--- config.mk ---
export PLATFORM = sky130hd
export DESIGN_NAME = subtractive_lagged_random_generator
export DESIGN_NICKNAME = d
export VERILOG_FILES = /design/src/rtl/slrg_pkg.sv /design/src/rtl/slrg_ram.sv /design/src/rtl/subtractive_lagged_random_generator.sv
export SDC_FILE = /design/constraint.sdc
export NUM_CORES = 2
export LEC_CHECK = 0
export BUFFER_PORTS_ARGS = -buffer_cell sky130_fd_sc_hd__buf_2
export CAP_MARGIN = 20
export CORE_ASPECT_RATIO = 0.6
export CORE_MARGIN = 2
export CORE_UTILIZATION = 45
export DETAILED_ROUTE_END_ITERATION = 10
export SLEW_MARGIN = 15
export SYNTH_ARGS = -nofsm -noshare
export SYNTH_HDL_FRONTEND = slang
export SYNTH_HIERARCHICAL = 1
export SYNTH_SLANG_ARGS = --single-unit
--- constraint.sdc ---
create_clock -name i_clk -period 6.4 [get_ports i_clk]
set_input_delay 1.28 -clock i_clk [delete_from_list [all_inputs] [get_ports i_clk]]
set_output_delay 1.28 -clock i_clk [all_outputs]
set_load 0.05 [all_outputs]
--- src/rtl/slrg_pkg.sv ---
// slrg_pkg: constants, state type and modular helper for the subtractive
// lagged random generator. No dependencies.

package slrg_pkg;

    localparam int TABLE_LEN = 55;
    localparam int IDX_W     = 6;
    localparam int WORD_W    = 30;

    localparam logic [WORD_W-1:0] MODULUS     = 30'd1000000000;
    localparam logic [30:0]       SEED_BASE   = 31'd161803398;
    localparam logic [IDX_W-1:0]  STRIDE      = 6'd21;
    localparam logic [IDX_W-1:0]  LAST_IDX    = 6'd54;
    localparam logic [IDX_W-1:0]  TRAIL_START = 6'd31;
    localparam logic [IDX_W-1:0]  MIX_OFFSET  = 6'd31;
    localparam logic [IDX_W-1:0]  FILL_STEPS  = 6'd54;
    localparam logic [IDX_W-1:0]  TABLE_TOP   = 6'd55;
    localparam logic [1:0]        LAST_PASS   = 2'd3;

    typedef enum logic [2:0] {
        ST_IDLE,
        ST_SEED_DIST,
        ST_SEED_START,
        ST_FILL,
        ST_MIX_RD,
        ST_MIX_WR,
        ST_DRAW_RD,
        ST_DRAW_WR
    } t_state;

    // (a - b) mod 1e9 for a, b below 1e9
    function automatic logic [WORD_W-1:0] sub_mod(input logic [WORD_W-1:0] a,
                                                  input logic [WORD_W-1:0] b);
        logic [WORD_W:0] diff;
        logic [WORD_W:0] wrapped;
        diff    = {1'b0, a} - {1'b0, b};
        wrapped = diff + {1'b0, MODULUS};
        return diff[WORD_W] ? wrapped[WORD_W-1:0] : diff[WORD_W-1:0];
    endfunction

endpackage

--- src/rtl/slrg_ram.sv ---
// slrg_ram: generic RAM, one write port and two registered read ports.
// No dependencies.

module slrg_ram #(
    parameter int WIDTH = 30,
    parameter int DEPTH = 55
) (
    input  logic                     i_clk,
    input  logic                     i_we,
    input  logic [$clog2(DEPTH)-1:0] i_waddr,
    input  logic [WIDTH-1:0]         i_wdata,
    input  logic [$clog2(DEPTH)-1:0] i_raddr_a,
    input  logic [$clog2(DEPTH)-1:0] i_raddr_b,
    output logic [WIDTH-1:0]         o_rdata_a,
    output logic [WIDTH-1:0]         o_rdata_b
);

    logic [WIDTH-1:0] r_mem [DEPTH];

    always_ff @(posedge i_clk) begin
        if (i_we) begin
            r_mem[i_waddr] <= i_wdata;
        end
        o_rdata_a <= r_mem[i_raddr_a];
        o_rdata_b <= r_mem[i_raddr_b];
    end

endmodule

--- src/rtl/subtractive_lagged_random_generator.sv ---
// subtractive_lagged_random_generator: top level, control sequencer and datapath.
// Depends on slrg_pkg and slrg_ram.
//
// Usage: each input item carries a signed 32-bit seed on i_seed with
// i_valid / o_ready; each result item gives o_value (1..999999999, the
// fraction is o_value * 1e-9) and o_reseeded on o_valid / i_ready.
// The 55-word state table sits in a RAM with two registered read ports.
// A draw reads the lead and trail words in ST_DRAW_RD and writes the
// difference back in ST_DRAW_WR; a draw that yields zero is repeated.
// Without reseeding a result is registered in ST_DRAW_WR, and the next item
// is taken once the sequencer is back in ST_IDLE. A negative seed, or the
// first item after reset, reseeds first: seed arithmetic, 55 fill writes
// and 4 mixing passes of 55 read-modify-write steps.
// Reset clears the control state and the seeded flag; table contents are
// left as they are and rebuilt by the first reseed.
// If the receiver stalls, the result waits in the output register; the next
// item is still accepted and runs up to its final write, where it holds
// until the output register is free.

module subtractive_lagged_random_generator
    import slrg_pkg::*;
(
    input  logic              i_clk,
    input  logic              i_rst_n,
    input  logic              i_valid,
    output logic              o_ready,
    input  logic signed [31:0] i_seed,
    output logic              o_valid,
    input  logic              i_ready,
    output logic [WORD_W-1:0] o_value,
    output logic              o_reseeded
);

    t_state             r_state, n_state;
    logic               r_seeded, n_seeded;
    logic [IDX_W-1:0]   r_lead, n_lead;
    logic [IDX_W-1:0]   r_trail, n_trail;
    logic [IDX_W-1:0]   r_addr, n_addr;
    logic [IDX_W-1:0]   r_other, n_other;
    logic [IDX_W-1:0]   r_cnt, n_cnt;
    logic [1:0]         r_pass, n_pass;
    logic               r_resd, n_resd;
    logic [30:0]        r_mag, n_mag;
    logic [30:0]        r_dist, n_dist;
    logic [WORD_W-1:0]  r_cur, n_cur;
    logic [WORD_W-1:0]  r_nxt, n_nxt;
    logic               r_ovalid, n_ovalid;
    logic [WORD_W-1:0]  r_ovalue, n_ovalue;
    logic               r_oresd, n_oresd;

    logic               ram_we;
    logic [IDX_W-1:0]   ram_waddr;
    logic [WORD_W-1:0]  ram_wdata;
    logic [IDX_W-1:0]   ram_raddr_a;
    logic [IDX_W-1:0]   ram_raddr_b;
    logic [WORD_W-1:0]  ram_rdata_a;
    logic [WORD_W-1:0]  ram_rdata_b;

    logic [31:0]        seed_neg;
    logic [31:0]        seed_abs;
    logic [IDX_W-1:0]   lead_inc;
    logic [IDX_W-1:0]   trail_inc;
    logic [IDX_W:0]     pos_sum;
    logic [WORD_W-1:0]  diff;
    logic               out_free;

    slrg_ram #(
        .WIDTH(WORD_W),
        .DEPTH(TABLE_LEN)
    ) u_ram (
        .i_clk     (i_clk),
        .i_we      (ram_we),
        .i_waddr   (ram_waddr),
        .i_wdata   (ram_wdata),
        .i_raddr_a (ram_raddr_a),
        .i_raddr_b (ram_raddr_b),
        .o_rdata_a (ram_rdata_a),
        .o_rdata_b (ram_rdata_b)
    );

    assign o_ready    = (r_state == ST_IDLE);
    assign o_valid    = r_ovalid;
    assign o_value    = r_ovalue;
    assign o_reseeded = r_oresd;

    assign seed_neg  = ~i_seed + 32'd1;
    assign seed_abs  = i_seed[31] ? seed_neg : i_seed;
    assign lead_inc  = (r_lead >= TABLE_TOP) ? 6'd1 : r_lead + 6'd1;
    assign trail_inc = (r_trail >= TABLE_TOP) ? 6'd1 : r_trail + 6'd1;
    assign pos_sum   = {1'b0, r_addr} + {1'b0, STRIDE};
    assign diff      = sub_mod(ram_rdata_a, ram_rdata_b);
    assign out_free  = !r_ovalid || i_ready;

    always_ff @(posedge i_clk) begin
        if (!i_rst_n) begin
            r_state  <= ST_IDLE;
            r_seeded <= 1'b0;
            r_lead   <= '0;
            r_trail  <= TRAIL_START;
            r_ovalid <= 1'b0;
        end else begin
            r_state  <= n_state;
            r_seeded <= n_seeded;
            r_lead   <= n_lead;
            r_trail  <= n_trail;
            r_ovalid <= n_ovalid;
        end
    end

    always_ff @(posedge i_clk) begin
        r_addr   <= n_addr;
        r_other  <= n_other;
        r_cnt    <= n_cnt;
        r_pass   <= n_pass;
        r_resd   <= n_resd;
        r_mag    <= n_mag;
        r_dist   <= n_dist;
        r_cur    <= n_cur;
        r_nxt    <= n_nxt;
        r_ovalue <= n_ovalue;
        r_oresd  <= n_oresd;
    end

    always_comb begin
        n_state     = r_state;
        n_seeded    = r_seeded;
        n_lead      = r_lead;
        n_trail     = r_trail;
        n_addr      = r_addr;
        n_other     = r_other;
        n_cnt       = r_cnt;
        n_pass      = r_pass;
        n_resd      = r_resd;
        n_mag       = r_mag;
        n_dist      = r_dist;
        n_cur       = r_cur;
        n_nxt       = r_nxt;
        n_ovalue    = r_ovalue;
        n_oresd     = r_oresd;
        n_ovalid    = r_ovalid && !i_ready;
        ram_we      = 1'b0;
        ram_waddr   = r_addr;
        ram_wdata   = r_nxt;
        ram_raddr_a = r_addr;
        ram_raddr_b = r_other;

        unique case (r_state)
            ST_IDLE: begin
                if (i_valid) begin
                    n_mag   = seed_abs[31] ? 31'h7FFF_FFFF : seed_abs[30:0];
                    n_resd  = i_seed[31] || !r_seeded;
                    n_state = (i_seed[31] || !r_seeded) ? ST_SEED_DIST : ST_DRAW_RD;
                end
            end
            ST_SEED_DIST: begin
                n_dist  = (r_mag >= SEED_BASE) ? r_mag - SEED_BASE : SEED_BASE - r_mag;
                n_state = ST_SEED_START;
            end
            ST_SEED_START: begin
                // distance stays below twice the modulus
                ram_we    = 1'b1;
                ram_waddr = LAST_IDX;
                ram_wdata = (r_dist >= {1'b0, MODULUS}) ?
                            WORD_W'(r_dist - {1'b0, MODULUS}) : r_dist[WORD_W-1:0];
                n_cur     = ram_wdata;
                n_nxt     = WORD_W'(1);
                n_addr    = STRIDE;
                n_cnt     = 6'd1;
                n_state   = ST_FILL;
            end
            ST_FILL: begin
                // r_addr holds the 1-based spread position
                ram_we    = 1'b1;
                ram_waddr = r_addr - 6'd1;
                ram_wdata = r_nxt;
                n_nxt     = sub_mod(r_cur, r_nxt);
                n_cur     = r_nxt;
                n_addr    = (pos_sum >= {1'b0, TABLE_TOP}) ?
                            IDX_W'(pos_sum - {1'b0, TABLE_TOP}) : pos_sum[IDX_W-1:0];
                n_cnt     = r_cnt + 6'd1;
                if (r_cnt == FILL_STEPS) begin
                    n_addr  = '0;
                    n_other = MIX_OFFSET;
                    n_pass  = '0;
                    n_state = ST_MIX_RD;
                end
            end
            ST_MIX_RD: begin
                n_state = ST_MIX_WR;
            end
            ST_MIX_WR: begin
                ram_we    = 1'b1;
                ram_waddr = r_addr;
                ram_wdata = diff;
                n_addr    = (r_addr == LAST_IDX) ? '0 : r_addr + 6'd1;
                n_other   = (r_other == LAST_IDX) ? '0 : r_other + 6'd1;
                n_state   = ST_MIX_RD;
                if (r_addr == LAST_IDX) begin
                    n_pass = r_pass + 2'd1;
                    if (r_pass == LAST_PASS) begin
                        n_lead   = '0;
                        n_trail  = TRAIL_START;
                        n_seeded = 1'b1;
                        n_state  = ST_DRAW_RD;
                    end
                end
            end
            ST_DRAW_RD: begin
                ram_raddr_a = lead_inc - 6'd1;
                ram_raddr_b = trail_inc - 6'd1;
                n_lead      = lead_inc;
                n_trail     = trail_inc;
                n_state     = ST_DRAW_WR;
            end
            ST_DRAW_WR: begin
                // addresses held so the read data stays put while stalled
                ram_raddr_a = r_lead - 6'd1;
                ram_raddr_b = r_trail - 6'd1;
                if (out_free) begin
                    ram_we    = 1'b1;
                    ram_waddr = r_lead - 6'd1;
                    ram_wdata = diff;
                    if (diff != '0) begin
                        n_ovalid = 1'b1;
                        n_ovalue = diff;
                        n_oresd  = r_resd;
                        n_state  = ST_IDLE;
                    end else begin
                        n_state  = ST_DRAW_RD;
                    end
                end
            end
            default: begin
                n_state = ST_IDLE;
            end
        endcase
    end

    a_value_range: assert property (@(posedge i_clk) disable iff (!i_rst_n)
        o_valid |-> (o_value != '0) && (o_value < MODULUS))
        else $error("result value out of range");

    a_lag_distance: assert property (@(posedge i_clk) disable iff (!i_rst_n)
        ({1'b0, r_lead} + 7'd31 == {1'b0, r_trail}) ||
        ({1'b0, r_lead} + 7'd31 == {1'b0, r_trail} + 7'd55))
        else $error("lead and trail indexes lost their lag");

    a_result_source: assert property (@(posedge i_clk) disable iff (!i_rst_n)
        $rose(o_valid) |-> $past(r_state) == ST_DRAW_WR)
        else $error("result appeared outside the draw write step");

    a_draw_seeded: assert property (@(posedge i_clk) disable iff (!i_rst_n)
        (r_state == ST_DRAW_RD) |-> r_seeded)
        else $error("draw started on an unseeded table");

endmodule
Word-level counts from Yosys, hierarchy flattened
Memories as Yosys holds them, arrays and structs flattened. A register that Yosys moved wholly into a read port is not among the register bits.
Cells that the tools add are included.
- flip-flop bits (word level): 191
- bits in writable memories: 1650
- output and inout bits: 33
- logic and storage cells: 127
- memories kept: 1
- memory list (memory ; words ; bits a word ; rd ports ; clocked after memory_dff ; wr ports ; RTL line ; text):
    u_ram.r_mem ; 55 ; 30 ; 2 ; 2 ; 1 ; slrg_ram.sv:18 ; logic [WIDTH-1:0] r_mem [DEPTH];
- $add $sub $neg: 21
- $lt $le $gt $ge: 5
- equal/unequal tests: 16
- muxes and demuxes: 47
- bitwise logic cells: 1
- reductions and logical operators: 20
- operators by type and width (operator ; number):
    30-bit two-way mux ; 4
    30-bit case mux with 2 select lines ; 2
    30-bit case mux with 3 select lines ; 1
    6-bit two-way mux ; 12
    6-bit case mux with 2 select lines ; 6
    30-bit by 30-bit subtractor with 31-bit output ; 2
    30-bit adder, second input constant ; 2
    6-bit case mux with 3 select lines ; 2
    32-bit by 1-bit adder with 32-bit output, second input constant ; 1
    32-bit two-way mux ; 1
    32-bit inverter ; 1
    31-bit by 28-bit greater-or-equal comparator with 1-bit output, second input constant ; 1
    31-bit by 30-bit greater-or-equal comparator with 1-bit output, second input constant ; 1
    31-bit two-way mux ; 1
    28-bit by 31-bit subtractor with 31-bit output, first input constant ; 1
    31-bit by 28-bit subtractor with 31-bit output, second input constant ; 1
    6-bit by 1-bit adder with 6-bit output, second input constant ; 5
    30-bit nonzero test ; 1
    30-bit subtractor, second input constant ; 1
    6-bit by 1-bit subtractor with 6-bit output, second input constant ; 5
    3-bit case mux with 8 select lines ; 1
    6-bit equality test, second input constant ; 3
    3-bit two-way mux ; 5
    3-bit AND reduction ; 5
    other kinds (22) ; 45

Depth between registers and ports, before layout
- word-level depth: 7
- depth in mapped cells: 19

Modules after synthesis
The synthesis kept the hierarchy.
- modules (own cells, without submodules) (module ; instances ; cells an instance ; area each (um^2) ; seq. area each (um^2)):
    slrg_ram ; 1 ; 3900 ; 77778.3 ; 50748.7
    subtractive_lagged_random_generator ; 1 ; 1954 ; 16402.0 ; 5565.3

Worst setup path before layout
OpenSTA, ideal clock, no wires.
- path kind: register to register
- start: register r_state[1]
- end: memory u_ram.r_mem[0][9] (data pin)
- library setup time: 0.632 ns
- arrival: 4.681 ns
- data required time: 5.768 ns
- setup slack: 1.087 ns
- cell stages (with the launch flop): 7
- path buffers: 2
- clock period less this slack: 5.313 ns
- path through: dfxtp_1 -> clkbuf_1 -> nand2_1 -> inv_1 -> nand2_1 -> clkbuf_1 -> o21ai_0
- cells in the longest elaborated chain, start to end: 2
- elaborated cells between the ends (all ways): 4
- ends and longest elaborated chain (element ; RTL line ; text):
    start, declared ; subtractive_lagged_random_generator.sv:34 ; t_state r_state, n_state;
    start signal, assigned ; subtractive_lagged_random_generator.sv:102 ; r_state <= n_state;
    3-bit equality test / 3-bit by 2-bit equality test with 1-bit output (equally long branches) ; subtractive_lagged_random_generator.sv:147 ; unique case (r_state)
    30-bit case mux with 3 select lines * ; subtractive_lagged_random_generator.sv:147 ;
    net ram_wdata[9] ; subtractive_lagged_random_generator.sv:53 ; logic [WORD_W-1:0] ram_wdata;
    end, declared ; slrg_ram.sv:18 ;
The timed path passes the listed nets; every way through them passes the cells marked *.

Worst setup path in the final report
- start: register u_ram.o_rdata_b[20], read port of u_ram.r_mem
- end: register r_ovalue[1], in the netlist o_value[1], enable pin
- elaborated cells between the ends (all ways): 5
- RTL lines (element ; RTL line ; text):
    start, declared ; slrg_ram.sv:15 ; output logic [WIDTH-1:0] o_rdata_b
    30-bit by 30-bit subtractor with 31-bit output ; slrg_pkg.sv:36 ; diff = {1'b0, a} - {1'b0, b};
    30-bit two-way mux ; slrg_pkg.sv:38 ; return diff[WORD_W] ? wrapped[WORD_W-1:0] : diff[WORD_W-1:0];
    net diff[13] ; subtractive_lagged_random_generator.sv:64 ; logic [WORD_W-1:0] diff;
    30-bit nonzero test ; subtractive_lagged_random_generator.sv:223 ; if (diff != '0) begin
    3-bit AND reduction (no line) ; - ;
    end signal, assigned ; subtractive_lagged_random_generator.sv:120 ; r_ovalue <= n_ovalue;
    end, declared ; subtractive_lagged_random_generator.sv:48 ; logic [WORD_W-1:0] r_ovalue, n_ovalue;
The timed path passes the listed nets, and every way through them passes these cells.
A chain may end at the register's enable or synchronous reset.

==> impl_metrics.yaml <==
synth:
  synth_nets: 5972
  synth_area_mm2: 0.09418
  yosys_warnings: 6
  async_flop_share_pct: 0
  synth-edff-count: 1824
  synth_seq_cells: 1901
  avgSynthCellArea_um2: 16.09
  synthFlopType: "edfxtp_1"
  ys_seq_area_share_pct: 59.79
  synth_cell_types: 109
  syn_inst: 5854
flow_run:
  maxCapViolCount: 0
sta:
  rsz0062_at_grt: "false"
  fin_crit_sh_pct: 87.25
  hold_viol: 0
  fin_skew_ns: 0.06170
  min_period_ns: 5.584
  finalSetupTns_ns: 0
  slew_violations: 0
  relSlewSlack_pct: 17.42
  finalSetupViolations: 0
  fmax_mhz: 179.1
  tightestPinTransition_ns: 1.239
place:
  port-buffer-count: 68
  postPlaceCellArea_mm2: 0.09934
  dp_hpwl_mm: 208.9
  place.gp.congestion: 0.9323
grt:
  grt_pass1_wl_mm: 439.9
  grt_pass1_vias: 56560
  overflow: 0
  track_usage_pct: 29.17
  antenna_found_initial: 21
  grt_start_max_net_pins: 97
critical_path:
  cp-start-kind: "flop"
  startpoint: "u_ram/o_rdata_b[20]$_DFF_P_"
  r2r_start: "u_ram/o_rdata_b[20]$_DFF_P_"
  cp_slowest_cell: "o21a_1"
  crit_path_end: "o_value[1]$_DFFE_PP_"
  critPathKind: "flop to flop"
  cp_max_fo: 31
  path_depth: 14
  cp_top_family: "simple AND/OR/NAND/NOR gates"
  worst_ep_arrival_time_ns: 6.09
  max_stage_delay_ns: 0.65
  reg2reg_depth: 14
  worstPathRequired_ns: 6.91
  crit_path_frequent_cell: "nor4_2"
  r2r_end: "o_value[1]$_DFFE_PP_"
  cp.buffers_inverters: 1
  ff2ff_setup_slack_ns: 0.82
  end_kind: "flop"
  worstPathCellList: "inv_1 -> ha_1 -> a21oi_1 -> a21boi_0 -> a311o_1 -> nor4_4 -> o21a_1 -> and3_1 -> xor2_1 -> or4_1 -> nor4_2 -> nand4b_1 -> nor4_2 -> nor2_4"
route:
  drc: 0
  antenna_left: 0
  dr.pass1.iters: 6
  drt_iter0_markers: 10790
  via_count: 61170
  avgViaCountPerCell: 6.864
  wl_mm: 316.5
  wl_per_cell_um: 35.52
clock_network:
  clk_latency_ns: 0.87
  cts_made_buffers: 183
  cts_tree: "yes"
  cts_sinks: 1901
  cts_buffer_depth: 4
  clkTransAtPathRegs_ns: 0.07
  root_buffer: "clkbuf_16"
  cts_setup_buffers: 0
  cts_hold_buffers: 0
  htree_levels: 4
  cts_resized: 0
run_status:
  outcome: "finished, final reports clean"
power_and_ir_drop:
  ir_worst_vdd_mv: 0.2758
  p_leak_nw: 34.30
  power_density_mw_per_mm2: 427.3
die:
  die_w_um: 594.6
  boundaryPins: 69
  coreArea_mm2: 0.2087
  die_y_um: 358.4
  start_util_pct: 45.13
  fp-row-count: 130
  die_area_mm2: 0.2131
finish:
  area_growth_pct: 11.74
  n_fill_cell: 17120
  nNetsFinal: 6115
  drive_gt1_share_pct: 26.28
  final_area_mm2: 0.1052
worst_hold_path:
  worstHoldStart: "r_resd$_DFFE_PP_"
  min_path_type: "flop to flop"
-- cell type report --
type	count	area, um2	area share (%)
diodes	8	20.02	0.01902
inverters	107	401.6	0.3816
multi-input cells	3449	36050	34.25
well taps	2772	3468	3.296
repair buffers	355	3228	3.067
flip-flops and latches	1901	56310	53.51
clock inverters	72	757.0	0.7193
clock buffers	247	5002	4.753
-- worst reg2reg max path, cell delays in order, from the launching register on --
cell and delay, ns:
dfxtp_1 0.63, inv_1 0.10, ha_1 0.47, a21oi_1 0.35, a21boi_0 0.15, a311o_1 0.39
nor4_4 0.43, o21a_1 0.66, and3_1 0.27, xor2_1 0.14, or4_1 0.57, nor4_2 0.18
nand4b_1 0.22, nor4_2 0.39, nor2_4 0.28
-- flip-flops by register name, summed over array words and instances, names as in the netlist, 30 cells and up --
name,cells
r_cur,30
o_value,30
r_dist,31
u_ram/o_rdata_a,30
r_mag,31
u_ram/o_rdata_b,30
u_ram/r_mem,1650
r_nxt,30
-- kinds of logic (layout without fill, tap and decap cells) --
logic type / after synthesis / after routing / synth area share [%]
buffers and inverters: 504 / 781 / 2.652
AO/OA/AOI/OAI: 1030 / 1030 / 7.437
flip-flops: 1901 / 1901 / 59.79
other: 0 / 8 / 0
AND/OR/NAND/NOR: 1059 / 1059 / 5.357
adder cells (fa/ha/maj): 82 / 82 / 1.105
XOR/XNOR: 185 / 185 / 1.736
multiplexers: 1093 / 1093 / 21.92
-- power breakdown --
| group | leakage [nW] | internal, W | switching (W) |
|---|---|---|---|
| registers | 17.2 | 0.0165 | 0.000747 |
| logic | 14.3 | 0.00560 | 0.0112 |
| clock network | 2.80 | 0.00608 | 0.00478 |
| total | 34.3 | 0.0282 | 0.0168 |
-- how the worst min path moves through the flow --
| stage | to | slack [ns] | depth (start not counted) |
|---|---|---|---|
| 6_report | o_reseeded$_DFFE_PP_ | 0.46 | 0 |
| 2_1_floorplan | o_reseeded$_DFFE_PP_ | 0.40 | 0 |
| 3_5_place_dp | o_reseeded$_DFFE_PP_ | 0.45 | 0 |
| 5_1_grt | o_reseeded$_DFFE_PP_ | 0.47 | 0 |
| 3_3_place_gp | o_reseeded$_DFFE_PP_ | 0.43 | 0 |
| 4_1_cts | o_reseeded$_DFFE_PP_ | 0.46 | 0 |
-- cells in the mapped netlist (26+ instances only) --
cell	count	area share, %
a21oi_1	141	0.75
nor3_1	65	0.35
nor2_1	280	1.1
mux4_2	768	18
nor4_1	33	0.22
o22ai_1	136	0.90
a22oi_1	51	0.41
buf_6	26	0.31
a21o_1	26	0.21
nand3_1	66	0.35
buf_4	70	0.56
mux2_2	75	0.90
nor2b_1	65	0.43
dfxtp_1	77	1.6
xor2_1	79	0.73
mux2i_1	250	2.7
edfxtp_1	1824	58
inv_1	107	0.43
o211ai_1	83	0.66
clkbuf_1	167	0.67
o21ai_0	232	1.2
xnor2_1	104	0.97
nand2_1	353	1.4
a211oi_1	72	0.57
buf_2	118	0.63
ha_1	80	1.1
or3_1	46	0.31
nand2b_1	30	0.20
-- per-layer routing --
layer,global-route usage [%],wire length (um)
met1,46.08,136800
met2,38.30,125500
met3,9.651,46320
met4,7.026,7787
met5,0,120
-- cells in the final DEF, fill, tap and decap left out, types with 106 or more instances in the layout --
| cell type | n |
|---|---|
| o21ai_0 | 215 |
| buf_4 | 229 |
| o22ai_1 | 136 |
| mux4_2 | 768 |
| nor2_1 | 222 |
| inv_1 | 106 |
| edfxtp_1 | 1824 |
| clkbuf_16 | 185 |
| a21oi_1 | 140 |
| mux2i_1 | 250 |
| nand2_1 | 352 |
-- stage by stage --
stage	instances	hold WS [ns]	power [W]	utilization [%]	setup WS, ns
final	8911	0.4602	0.04496	50.43	0.8158
after detailed placement	8578	0.4458	0.03376	47.60	1.058
after CTS	8897	0.4617	0.04452	50.36	1.006
after floorplan	5854	0.4003	0.02770	-	1.087
after global placement	8574	0.4319	0.03364	47.58	1.068
after global routing	8904	0.4729	0.04651	50.42	0.5408
Note: power is estimated with default switching activity, not from simulation.
